<file path="config.mk">
export PLATFORM = sky130hd
export DESIGN_NAME = modular_exponentiation_top_flat
export DESIGN_NICKNAME = d
export VERILOG_FILES = /design/src/sv/modexp_pkg.sv /design/src/sv/modexp_stream_if.sv /design/src/sv/modexp_mulmod.sv /design/src/sv/modular_exponentiation_top.sv /design/src/flat_wrapper.sv
export SDC_FILE = /design/constraint.sdc
export NUM_CORES = 1
export LEC_CHECK = 0
export BUFFER_PORTS_ARGS = -buffer_cell sky130_fd_sc_hd__buf_2
export CAP_MARGIN = 20
export CORE_ASPECT_RATIO = 0.7
export CORE_MARGIN = 2
export CORE_UTILIZATION = 55
export CTS_BUF_LIST = sky130_fd_sc_hd__clkbuf_4
export DETAILED_ROUTE_END_ITERATION = 6
export PLACE_DENSITY_LB_ADDON = 0.15
export SYNTH_ARGS = -nofsm -noshare
export SYNTH_HDL_FRONTEND = slang
export SYNTH_SLANG_ARGS = --single-unit
</file>
<file path="constraint.sdc">
create_clock -name clk -period 5.1 [get_ports clk]
set_input_delay 0 -clock clk [delete_from_list [all_inputs] [get_ports clk]]
set_output_delay 0 -clock clk [all_outputs]
set_load 0.02 [all_outputs]
</file>
<file path="src/sv/modexp_pkg.sv">
// ----------------------------------------------------------------------------
// Modular exponentiation package
// Shared field width and the payload types of the input and result channels.
// ----------------------------------------------------------------------------
package modexp_pkg;

  localparam int FIELD_W = 32;

  typedef struct packed {
    logic [FIELD_W-1:0] base;
    logic [FIELD_W-1:0] exponent;
  } in_item_t;

  typedef struct packed {
    logic [FIELD_W-1:0] power_mod;
  } out_item_t;

endpackage

</file>
<file path="src/sv/modexp_stream_if.sv">
// ----------------------------------------------------------------------------
// Valid/ready stream interface
// One channel carrying valid, ready and a payload of a chosen type.
// ----------------------------------------------------------------------------
interface modexp_stream_if #(
  parameter type data_t = logic
);

  logic  valid;
  logic  ready;
  data_t data;

  modport source (output valid, output data, input ready);
  modport sink   (input valid, input data, output ready);

endinterface

</file>
<file path="src/sv/modexp_mulmod.sv">
// ----------------------------------------------------------------------------
// Bit-serial modular multiplier
// Computes a * b mod m by scanning b from its top bit, one bit per cycle,
// doubling the partial result and adding a, with a three-way reduction.
// ----------------------------------------------------------------------------
module modexp_mulmod #(
  parameter int WIDTH = 32
) (
  input  logic             clk,
  input  logic             rst_n,
  input  logic             start,
  input  logic [WIDTH-1:0] a,
  input  logic [WIDTH-1:0] b,
  input  logic [WIDTH:0]   m,
  output logic             done,
  output logic [WIDTH-1:0] result
);

  localparam int CW = $clog2(WIDTH);

  logic             busy_r, busy_nxt;
  logic             done_r, done_nxt;
  logic [CW-1:0]    cnt_r, cnt_nxt;
  logic [WIDTH-1:0] a_r, a_nxt;
  logic [WIDTH-1:0] b_r, b_nxt;
  logic [WIDTH-1:0] r_r, r_nxt;
  logic [WIDTH+1:0] sum, m1, m2, d1, d2;
  logic [WIDTH-1:0] r_step;

  always_comb begin
    m1  = {1'b0, m};
    m2  = {m, 1'b0};
    sum = {1'b0, r_r, 1'b0} + (b_r[WIDTH-1] ? {2'b00, a_r} : '0);
    d1  = sum - m1;
    d2  = sum - m2;
    if (sum >= m2) begin
      r_step = d2[WIDTH-1:0];
    end else if (sum >= m1) begin
      r_step = d1[WIDTH-1:0];
    end else begin
      r_step = sum[WIDTH-1:0];
    end
  end

  always_comb begin
    busy_nxt = busy_r;
    done_nxt = 1'b0;
    cnt_nxt  = cnt_r;
    a_nxt    = a_r;
    b_nxt    = b_r;
    r_nxt    = r_r;
    if (start) begin
      busy_nxt = 1'b1;
      cnt_nxt  = '0;
      a_nxt    = a;
      b_nxt    = b;
      r_nxt    = '0;
    end else if (busy_r) begin
      r_nxt   = r_step;
      b_nxt   = b_r << 1;
      cnt_nxt = cnt_r + CW'(1);
      if (cnt_r == CW'(WIDTH - 1)) begin
        busy_nxt = 1'b0;
        done_nxt = 1'b1;
      end
    end
  end

  always_ff @(posedge clk) begin
    if (!rst_n) begin
      busy_r <= 1'b0;
      done_r <= 1'b0;
      cnt_r  <= '0;
    end else begin
      busy_r <= busy_nxt;
      done_r <= done_nxt;
      cnt_r  <= cnt_nxt;
    end
  end

  always_ff @(posedge clk) begin
    a_r <= a_nxt;
    b_r <= b_nxt;
    r_r <= r_nxt;
  end

  assign done   = done_r;
  assign result = r_r;

endmodule

</file>
<file path="src/sv/modular_exponentiation_top.sv">
// ----------------------------------------------------------------------------
// Modular exponentiation top level
// Returns base to the exponent modulo the configured modulus, one result per
// input transfer, by right-to-left square-and-multiply.
// ----------------------------------------------------------------------------
// One item is worked at a time on a single bit-serial modular multiplier. An
// item takes 1 + h + k products, where h is the position of the highest set
// exponent bit and k the number of set exponent bits; the leading product
// reduces the base. An exponent of zero returns 1. A modulus of zero acts as
// 2 to the power WIDTH. The input is ready again while a result still waits
// in the output register. The modulus may only be written while idle.
module modular_exponentiation_top #(
  parameter int WIDTH = 32
) (
  input  logic                          clk,
  input  logic                          rst_n,
  input  logic                          cfg_we,
  input  logic [modexp_pkg::FIELD_W-1:0] cfg_wdata,
  modexp_stream_if.sink                 in_if,
  modexp_stream_if.source               out_if
);

  import modexp_pkg::*;

  typedef enum logic [5:0] {
    ST_IDLE   = 6'b000001,
    ST_REDUCE = 6'b000010,
    ST_STEP   = 6'b000100,
    ST_MUL    = 6'b001000,
    ST_SQR    = 6'b010000,
    ST_DONE   = 6'b100000
  } state_t;

  state_t               state_r, state_nxt;
  logic [FIELD_W-1:0]   mod_r, mod_nxt;
  logic [WIDTH:0]       mod_ext_r, mod_ext_nxt;
  logic [WIDTH-1:0]     acc_r, acc_nxt;
  logic [WIDTH-1:0]     b_r, b_nxt;
  logic [WIDTH-1:0]     e_r, e_nxt;
  logic                 start_r, start_nxt;
  logic                 out_valid_r, out_valid_nxt;
  logic [FIELD_W-1:0]   out_data_r, out_data_nxt;

  logic [WIDTH+FIELD_W-1:0] mod_pad, base_pad, exp_pad, acc_pad;
  logic [WIDTH-1:0]     mod_w, base_w, exp_w;
  logic [WIDTH-1:0]     mm_a;
  logic                 mm_done;
  logic [WIDTH-1:0]     mm_result;
  logic                 in_xfer;

  assign mod_pad  = {{WIDTH{1'b0}}, mod_r};
  assign base_pad = {{WIDTH{1'b0}}, in_if.data.base};
  assign exp_pad  = {{WIDTH{1'b0}}, in_if.data.exponent};
  assign acc_pad  = {{FIELD_W{1'b0}}, acc_r};
  assign mod_w    = mod_pad[WIDTH-1:0];
  assign base_w   = base_pad[WIDTH-1:0];
  assign exp_w    = exp_pad[WIDTH-1:0];

  assign in_if.ready = (state_r == ST_IDLE);
  assign in_xfer     = in_if.valid && in_if.ready;

  always_comb begin
    unique case (state_r)
      ST_REDUCE: mm_a = {{(WIDTH-1){1'b0}}, 1'b1};
      ST_MUL:    mm_a = acc_r;
      default:   mm_a = b_r;
    endcase
  end

  modexp_mulmod #(
    .WIDTH(WIDTH)
  ) u_mulmod (
    .clk    (clk),
    .rst_n  (rst_n),
    .start  (start_r),
    .a      (mm_a),
    .b      (b_r),
    .m      (mod_ext_r),
    .done   (mm_done),
    .result (mm_result)
  );

  always_comb begin
    state_nxt     = state_r;
    mod_nxt       = mod_r;
    mod_ext_nxt   = mod_ext_r;
    acc_nxt       = acc_r;
    b_nxt         = b_r;
    e_nxt         = e_r;
    start_nxt     = 1'b0;
    out_valid_nxt = out_valid_r;
    out_data_nxt  = out_data_r;

    if (cfg_we) begin
      mod_nxt = cfg_wdata;
    end
    if (out_valid_r && out_if.ready) begin
      out_valid_nxt = 1'b0;
    end

    unique case (state_r)
      ST_IDLE: begin
        if (in_xfer) begin
          mod_ext_nxt = (mod_w == '0) ? {1'b1, {WIDTH{1'b0}}} : {1'b0, mod_w};
          b_nxt       = base_w;
          e_nxt       = exp_w;
          if (exp_w == '0) begin
            acc_nxt   = {{(WIDTH-1){1'b0}}, 1'b1};
            state_nxt = ST_DONE;
          end else begin
            acc_nxt   = {{(WIDTH-1){1'b0}}, (mod_w != {{(WIDTH-1){1'b0}}, 1'b1})};
            start_nxt = 1'b1;
            state_nxt = ST_REDUCE;
          end
        end
      end
      ST_REDUCE: begin
        if (mm_done) begin
          b_nxt     = mm_result;
          state_nxt = ST_STEP;
        end
      end
      ST_STEP: begin
        start_nxt = 1'b1;
        state_nxt = e_r[0] ? ST_MUL : ST_SQR;
      end
      ST_MUL: begin
        if (mm_done) begin
          acc_nxt = mm_result;
          if ((e_r >> 1) == '0) begin
            state_nxt = ST_DONE;
          end else begin
            start_nxt = 1'b1;
            state_nxt = ST_SQR;
          end
        end
      end
      ST_SQR: begin
        if (mm_done) begin
          b_nxt     = mm_result;
          e_nxt     = e_r >> 1;
          state_nxt = ST_STEP;
        end
      end
      ST_DONE: begin
        if (!out_valid_r || out_if.ready) begin
          out_valid_nxt = 1'b1;
          out_data_nxt  = acc_pad[FIELD_W-1:0];
          state_nxt     = ST_IDLE;
        end
      end
      default: begin
        state_nxt = ST_IDLE;
      end
    endcase
  end

  always_ff @(posedge clk) begin
    if (!rst_n) begin
      state_r     <= ST_IDLE;
      mod_r       <= FIELD_W'(1);
      start_r     <= 1'b0;
      out_valid_r <= 1'b0;
    end else begin
      state_r     <= state_nxt;
      mod_r       <= mod_nxt;
      start_r     <= start_nxt;
      out_valid_r <= out_valid_nxt;
    end
  end

  always_ff @(posedge clk) begin
    mod_ext_r  <= mod_ext_nxt;
    acc_r      <= acc_nxt;
    b_r        <= b_nxt;
    e_r        <= e_nxt;
    out_data_r <= out_data_nxt;
  end

  assign out_if.valid          = out_valid_r;
  assign out_if.data.power_mod = out_data_r;

`ifndef SYNTHESIS
  a_done_in_op: assert property (@(posedge clk) disable iff (!rst_n)
    mm_done |-> (state_r == ST_REDUCE || state_r == ST_MUL || state_r == ST_SQR))
    else $error("multiplier finished outside a product state");

  a_reduced: assert property (@(posedge clk) disable iff (!rst_n)
    (state_r == ST_STEP) |-> ({1'b0, acc_r} < mod_ext_r && {1'b0, b_r} < mod_ext_r))
    else $error("operand not reduced below the modulus");

  a_zero_exp: assert property (@(posedge clk) disable iff (!rst_n)
    (in_xfer && exp_w == '0) |=> (state_r == ST_DONE && acc_r == WIDTH'(1)))
    else $error("zero exponent did not go straight to the result");
`endif

endmodule

</file>
<file path="src/flat_wrapper.sv">
// flat-port wrapper written by rule: the top's interface ports become plain ports
module modular_exponentiation_top_flat import modexp_pkg::*;
#(
  parameter int WIDTH = 32
)
  (clk, rst_n, cfg_we, cfg_wdata, in_if_valid, in_if_data, in_if_ready, out_if_valid, out_if_data, out_if_ready);
  modexp_stream_if #(.data_t(in_item_t)) in_if_i ();
  modexp_stream_if #(.data_t(out_item_t)) out_if_i ();
  input  logic clk;
  input  logic rst_n;
  input  logic cfg_we;
  input  logic [modexp_pkg::FIELD_W-1:0] cfg_wdata;
  input wire logic [$bits(in_if_i.valid)-1:0] in_if_valid;
  input wire logic [$bits(in_if_i.data)-1:0] in_if_data;
  output wire logic [$bits(in_if_i.ready)-1:0] in_if_ready;
  output wire logic [$bits(out_if_i.valid)-1:0] out_if_valid;
  output wire logic [$bits(out_if_i.data)-1:0] out_if_data;
  input wire logic [$bits(out_if_i.ready)-1:0] out_if_ready;
  assign in_if_i.valid = in_if_valid;
  assign in_if_i.data = in_if_data;
  assign in_if_ready = in_if_i.ready;
  assign out_if_valid = out_if_i.valid;
  assign out_if_data = out_if_i.data;
  assign out_if_i.ready = out_if_ready;
  modular_exponentiation_top #(.WIDTH(WIDTH)) u_core (.clk(clk), .rst_n(rst_n), .cfg_we(cfg_we), .cfg_wdata(cfg_wdata), .in_if(in_if_i), .out_if(out_if_i));
endmodule
</file>
# [Yosys cells after proc, flatten, opt, wreduce, memory -nomap -nowiden]
# Cells that the tools add are included.
[classes] n_addsub=4 n_lt_le_gt_ge=2 n_eq_ne=13 muxes=36 n_bitwise=2 n_reduce_logical=20
[op_table] cell="2-to-1 mux 32 bit" n=10
[op_table] cell="case mux 32 bit (2 select lines)" n=4
[op_table] cell="zero test 32 bit" n=3
[op_table] cell="subtractor 32 bit" n=2
[op_table] cell="2-to-1 mux 6 bit" n=6
[op_table] cell="adder 33 x 32 -> 34 bit" n=1
[op_table] cell=">= comparator 34 x 33 -> 1 bit" n=1
[op_table] cell=">= comparator 34 bit" n=1
[op_table] cell="2-to-1 mux 33 bit" n=1
[op_table] cell="!= test 32 x 1 -> 1 bit (second input constant)" n=1
[op_table] cell="case mux 6 bit (5 select lines)" n=1
[op_table] cell="2-to-1 mux 1 bit" n=12
[op_table] cell="AND reduction 3 bit" n=3
[op_table] cell="nonzero test 2 bit" n=4
[op_table] cell="== test 6 x 1 -> 1 bit (second input constant)" n=1
[op_table] cell="== test 6 x 2 -> 1 bit (second input constant)" n=1
[op_table] cell="== test 6 x 3 -> 1 bit (second input constant)" n=1
[op_table] cell="== test 6 x 4 -> 1 bit (second input constant)" n=1
[op_table] cell="== test 6 x 5 -> 1 bit (second input constant)" n=1
[op_table] cell="== test 6 bit (second input constant)" n=1
[op_table] cell="!= test 2 bit (second input constant)" n=3
[op_table] cell="adder 5 x 1 -> 5 bit (second input constant)" n=1
[op_table] cell="== test 5 bit (second input constant)" n=1
[op_table] cell="2-to-1 mux 5 bit" n=1
[op_table] cell="10 further kinds" n=15
[totals] register_bits=304 output_inout_bits=34 elab_cells=93

# [Depth between registers and ports, before layout]
[logic_depth] depth_word=5 ltp_mapped=26 depth_no_buf=23

# [By module]
# Synthesis repeated with hierarchy kept, for this count alone.
[hier_totals] hier_cells=1598 area_unflattened_um2=17498.0
[by_module_without_submodules] mod="modexp_mulmod" instances=1 cells_per_inst=1057 area_each_um2=9375.2 seq_area_each_um2=2702.6
[by_module_without_submodules] mod="modular_exponentiation_top" instances=1 cells_per_inst=541 area_each_um2=8122.8 seq_area_each_um2=5635.4

# [Least setup slack after synthesis]
# OpenSTA, ideal clock, no wires.
[synth_path] path_kind="flip-flop to flip-flop" from="register u_core.u_mulmod.b_r[31]" to="register u_core.u_mulmod.r_r[29], in the netlist u_core.u_mulmod.result[29]" setup_time_ns=0.104 arrival_ns=4.692 path_slack_ns=0.305 path_stages_with_launch=23 path_buffers=1 period_less_slack_ns=4.795 path_cell_list="edfxtp_1 > clkbuf_1 > and2_1 > ha_1 > a21o_1 > o21a_1 > o311ai_1 > nand2_1 > o41ai_2 > o21ba_2 > o21bai_1 > xor2_1 > ha_1 > a21o_1 > a21o_1 > a21oi_1 > o21a_1 > o31ai_2 > a21o_1 > a21o_1 > nor4b_1 > nor4_2 > a2111oi_2"
[synth_via] elab_chain_cells=5
[synth_lines] item="start, declared" line="modexp_mulmod.sv:25" source="logic [WIDTH-1:0] b_r, b_nxt;"
[synth_lines] item="start signal, assigned" line="modexp_mulmod.sv:83" source="b_r <= b_nxt;"
[synth_lines] item="2-to-1 mux 32 bit *" line="modexp_mulmod.sv:33" source="sum = {1'b0, r_r, 1'b0} + (b_r[WIDTH-1] ? {2'b00, a_r} : '0);"
[synth_lines] item="adder 33 x 32 -> 34 bit *" line="modexp_mulmod.sv:33"
[synth_lines] item="subtractor 32 bit / >= comparator 34 x 33 -> 1 bit (equally long branches)" line="modexp_mulmod.sv:34, modexp_mulmod.sv:38"
[synth_lines] item="2-to-1 mux 32 bit" line="modexp_mulmod.sv:38" source="end else if (sum >= m1) begin"
[synth_lines] item="2-to-1 mux 32 bit *" line="modexp_mulmod.sv:36" source="if (sum >= m2) begin"
[synth_lines] item="end signal, assigned" line="modexp_mulmod.sv:84" source="r_r <= r_nxt;"
[synth_lines] item="end, declared" line="modexp_mulmod.sv:26" source="logic [WIDTH-1:0] r_r, r_nxt;"
# Mark *: on every way between the ends. The rest lies on a longest branch, timed or not.
# A chain may end at the register's enable or synchronous reset.

# [Worst setup path in the final report]
[layout_path] from="register u_core.u_mulmod.b_r[31]" to="register u_core.u_mulmod.r_r[1], in the netlist u_core.u_mulmod.result[1]"
# The elaborated chain is that of the path after synthesis.

==> metrics.txt <==
# TYPE chip_impl_metric gauge
chip_impl_info{name="run_status",value="complete, no violations"} 1
chip_impl_info{name="synth-main-ff-cell",value="edfxtp_1"} 1
chip_impl_metric{name="yosys.cell_types.count",unit=""} 87
chip_impl_metric{name="grt_first_pass_wirelength",unit="mm"} 78.1
chip_impl_metric{name="synth-adder-area-share",unit="%"} 7.46
chip_impl_metric{name="cts.sinks",unit=""} 304
chip_impl_metric{name="finalWeightedCongestion",unit=""} 0.931
chip_impl_metric{name="postLayoutCellArea",unit="mm^2"} 0.0231
chip_impl_metric{name="share_comb_of_total_power",unit="%"} 64.4
chip_impl_metric{name="synth-edff-count",unit=""} 225
chip_impl_metric{name="synth.cell_area",unit="mm^2"} 0.0174
chip_impl_metric{name="fin_util",unit="%"} 74.2
chip_impl_info{name="hold_path.startpoint",value="in_if_data[33]"} 1
chip_impl_metric{name="grt_util_all_layers",unit="%"} 29.8
chip_impl_metric{name="synth_simple_gate_area_share",unit="%"} 12.6
chip_impl_metric{name="finalHoldViolCount",unit=""} 0
chip_impl_metric{name="drt_pass1_iterations",unit=""} 5
chip_impl_metric{name="numPortBuffers",unit=""} 134
chip_impl_metric{name="largest_net_degree_at_the_start_of_global_routing",unit=""} 66
chip_impl_info{name="most-common-layout-cells",value="225 x edfxtp_1, 190 x buf_4, 155 x dlygate4sd3_1, 134 x buf_2, 113 x clkbuf_4"} 1
chip_impl_metric{name="final_max_slew_viol_count",unit=""} 0
chip_impl_metric{name="use_met2",unit="%"} 48.1
chip_impl_info{name="most_frequent_standard_cell_in_the_layout_excluding_fill_and_tap_cells",value="edfxtp_1"} 1
chip_impl_metric{name="use_met1",unit="%"} 41.2
chip_impl_metric{name="finalSetupViolations",unit=""} 0
chip_impl_metric{name="required",unit="ns"} 5.70
chip_impl_metric{name="synth.yosys.warnings",unit=""} 0
chip_impl_metric{name="minimum_setup_slack_among_reg_to_reg_paths",unit="ns"} 0.12
chip_impl_metric{name="synth_compound_area_share",unit="%"} 15.8
chip_impl_metric{name="antenna_found_initial",unit=""} 1
chip_impl_metric{name="placed_cells",unit=""} 2226
chip_impl_metric{name="finalClockSkew",unit="ns"} 0.0394
chip_impl_metric{name="drt_wl_total",unit="mm"} 49.8
chip_impl_info{name="min_delay_worst_endpoint",value="u_core.b_r[1]"} 1
chip_impl_metric{name="critPathMaxFanout",unit=""} 5
chip_impl_metric{name="hold_worst_slack",unit="ns"} 0.0981
chip_impl_metric{name="synth_seq_area_share",unit="%"} 47.9
chip_impl_metric{name="drt_iter0_markers",unit=""} 1067
chip_impl_info{name="regToRegEndpoint",value="u_core.u_mulmod.result[1]"} 1
chip_impl_metric{name="layout-drive-gt1-share",unit="%"} 32.1
chip_impl_metric{name="dr_total_vias",unit=""} 14600
chip_impl_metric{name="clk_pin_slew",unit="ns"} 0.08
chip_impl_metric{name="num-fill-cells",unit=""} 2205
chip_impl_metric{name="share_of_the_synthesized_netlist_area_taken_by_xor_and_xnor_gates",unit="%"} 3.92
chip_impl_info{name="clock-root-buffer",value="clkbuf_4"} 1
chip_impl_metric{name="synth-async-reset-ratio",unit="%"} 0
chip_impl_metric{name="routedWlPerCell",unit="um"} 19.6
chip_impl_info{name="min-delay-path-class",value="in -> reg"} 1
chip_impl_metric{name="netlist_instances",unit=""} 1583
chip_impl_metric{name="clock_network_power_share",unit="%"} 12.5
chip_impl_metric{name="layout.area.seq",unit="mm^2"} 0.00834
chip_impl_metric{name="syn_to_final_growth",unit="%"} 32.7
chip_impl_info{name="grt_setup_unrepaired",value="true"} 1
chip_impl_metric{name="met3_usage",unit="%"} 5.51
chip_impl_info{name="critical_path.most_common_cell",value="buf_4"} 1
chip_impl_metric{name="power_frac_seq",unit="%"} 23.2
chip_impl_metric{name="netSwitchingPower",unit="uW"} 7570
chip_impl_metric{name="power_switching_share",unit="%"} 42.8
chip_impl_metric{name="numCtsBuffers",unit=""} 77
chip_impl_metric{name="core",unit="mm^2"} 0.0311
chip_impl_info{name="busiest_layer",value="met2"} 1
chip_impl_metric{name="fp.dieH",unit="um"} 153
chip_impl_metric{name="dpl_cell_area",unit="mm^2"} 0.0197
chip_impl_metric{name="maximum_root_to_sink_buffer_count",unit=""} 3
chip_impl_metric{name="overflow",unit=""} 0
chip_impl_metric{name="post_route_antenna_net_violation_count",unit=""} 0
chip_impl_metric{name="grt_pass1_vias",unit=""} 14800
chip_impl_metric{name="floorplan.initialDensity",unit="%"} 55.9
chip_impl_metric{name="die_area",unit="mm^2"} 0.0331
chip_impl_metric{name="number_of_remaining_drc_errors",unit=""} 0
chip_impl_metric{name="remaining_max_slew_budget_at_the_tightest_pin",unit="%"} 28.9
chip_impl_metric{name="tightestPinTransition",unit="ns"} 1.07
chip_impl_metric{name="fin_cells",unit=""} 2542
chip_impl_metric{name="final.min_clock_period",unit="ns"} 4.98
chip_impl_metric{name="viasPerCell",unit=""} 5.74
chip_impl_metric{name="fmaxAchievable",unit="GHz"} 0.201
chip_impl_metric{name="ports_placed_on_the_boundary",unit=""} 135
chip_impl_metric{name="cp_slowest_stage_delay",unit="ns"} 0.42
chip_impl_metric{name="floorplan.rows",unit=""} 54
chip_impl_metric{name="worstHoldPathCells",unit=""} 4
chip_impl_metric{name="synth_register_bits",unit=""} 304
chip_impl_info{name="dominant_combinational_cell_family_by_area_after_synthesis",value="compound AO/OA/AOI/OAI gates"} 1
chip_impl_metric{name="timing.critical_path.arrival",unit="ns"} 5.58
chip_impl_metric{name="hpwl_after_detailed_placement",unit="mm"} 33.3
chip_impl_metric{name="numnets_final",unit=""} 2268
chip_impl_metric{name="reg2regPathDepth",unit=""} 25
chip_impl_metric{name="drv.max_cap_violation_count",unit=""} 0
chip_impl_metric{name="total_leakage_power",unit="uW"} 0.00985
chip_impl_info{name="worstSetupEndpointType",value="register"} 1
chip_impl_metric{name="die_w",unit="um"} 217
chip_impl_metric{name="synth_net_count",unit=""} 1786
chip_impl_metric{name="internal_power",unit="uW"} 10100
chip_impl_info{name="cp_slowest_cell",value="edfxtp_1"} 1
chip_impl_info{name="crit_type",value="reg -> reg"} 1
chip_impl_metric{name="area_occupied_by_multi_input_gates",unit="mm^2"} 0.00919
chip_impl_info{name="cts_tree",value="yes"} 1
chip_impl_info{name="r2r_start",value="u_core.u_mulmod.b_r[31]"} 1
chip_impl_info{name="setup_crit_start_kind",value="register"} 1
chip_impl_metric{name="syn-mean-instance-area",unit="um^2"} 11.0
chip_impl_metric{name="ctsHtreeMaxLevel",unit=""} 3
chip_impl_metric{name="design_power_total",unit="uW"} 17700
chip_impl_metric{name="synthMuxAreaShare",unit="%"} 8.83
chip_impl_metric{name="cellPowerDensity",unit="mW/mm^2"} 765
chip_impl_metric{name="vdd.ir_drop.worst",unit="uV"} 734
chip_impl_metric{name="worst_skew_pair.late_latency",unit="ns"} 0.74
chip_impl_metric{name="period_share",unit="%"} 97.6
[worst max-delay path by stage]
stage / startpoint / endpoint / slack [ns] / cells after the start
final: u_core.u_mulmod.b_r[31] / u_core.u_mulmod.result[1] / 0.12 / 25
after global routing: u_core.u_mulmod.b_r[31] / u_core.u_mulmod.result[1] / -0.15 / 25
after CTS: u_core.u_mulmod.b_r[31] / u_core.u_mulmod.result[29] / 0.001 / 24
after detailed placement: u_core.u_mulmod.b_r[31] / u_core.u_mulmod.result[17] / -0.34 / 22
after global placement: u_core.u_mulmod.b_r[31] / u_core.u_mulmod.result[29] / -0.18 / 23
after floorplan: u_core.u_mulmod.b_r[31] / u_core.u_mulmod.result[29] / 0.30 / 22
[critical path: cells and delay by family, from the launching register on]
| kind | cells | cell delay, ns |
|---|---|---|
| AND/OR/NAND/NOR | 4 | 0.80 |
| AO/OA/AOI/OAI | 11 | 1.56 |
| XOR/XNOR | 1 | 0.26 |
| flip-flops | 1 | 0.42 |
| adder cells (fa/ha/maj) | 2 | 0.59 |
| multiplexers | 1 | 0.35 |
| buffers and inverters | 6 | 0.85 |
[power groups by stage]
stage	Clock, uW	Sequential, uW	Combinational [uW]
floorplan	0	3950	6660
global placement	0	4120	9940
detailed placement	0	4120	10100
CTS	2250	4080	10500
global route	2390	4160	12300
finish	2210	4100	11400
[cells in the mapped netlist, types with 16 or more instances]
cell type / n / area [um^2]
xnor2_1: 48 / 420
nor2b_1: 46 / 288
nor4_1: 25 / 156
nand2b_1: 19 / 119
nor2_1: 90 / 338
edfxtp_1: 225 / 6760
nand4_1: 20 / 125
and2_1: 70 / 438
o21ai_0: 75 / 375
a22oi_1: 16 / 120
nand2_1: 54 / 203
a21o_1: 54 / 405
ha_1: 99 / 1240
dfxtp_1: 79 / 1580
a21oi_1: 92 / 460
a22o_1: 34 / 298
mux2_2: 93 / 1050
xor2_1: 30 / 263
inv_1: 64 / 240
a211oi_1: 17 / 128
mux2i_1: 48 / 480
nand3_1: 23 / 115
clkbuf_1: 71 / 267
[layout make-up]
class | count | share of cell area, %
inverters | 64 | 1.04
clock buffers | 113 | 3.67
diodes | 2 | 0.0216
flip-flops and latches | 304 | 36.1
multi-input cells | 1129 | 39.7
well taps | 420 | 2.27
clock inverters | 21 | 0.704
repair buffers | 489 | 16.5
[stage by stage]
stage	TNS, ns	setup slack, ns
2_1_floorplan	0	0.305
3_3_place_gp	-2.77	-0.176
3_5_place_dp	-5.63	-0.336
4_1_cts	0	0.00121
5_1_grt	-2.39	-0.149
6_report	0	0.124
[cell families after synthesis]
logic type,after synthesis
and+or+nand+nor,407
AOI/OAI and AO/OA,399
DFF,304
buffers and inverters,151
muxes,142
adders and majority gates,102
xor gates and xnor gates,78
[per-layer routing]
layer  wire length, um  share of wire, %
met1             22700                46
met3              2950               5.9
met5                 0                 0
met2             23100                46
met4               999               2.0
[repair_timing]
item,CTS,global route
setup buffers,9,15
hold endpoints to repair,113,0
pin swaps,15,38
setup endpoints to repair,32,32
hold buffers,155,0
cloned,0,1
resized for setup,35,109
[registers in the layout (all words and copies together), names as in the netlist, 5 cells and up]
| register | cells |
|---|---|
| u_core.acc_r | 32 |
| u_core.u_mulmod.cnt_r | 5 |
| u_core.u_mulmod.b_r | 32 |
| u_core.mod_ext_r | 33 |
| u_core.u_mulmod.result | 32 |
| u_core.out_if.data | 32 |
| u_core.u_mulmod.a_r | 32 |
| u_core.e_r | 32 |
| u_core.state_r | 6 |
| u_core.b_r | 32 |
| u_core.mod_r | 32 |
No activity file was read; power rests on OpenSTA's default activity.
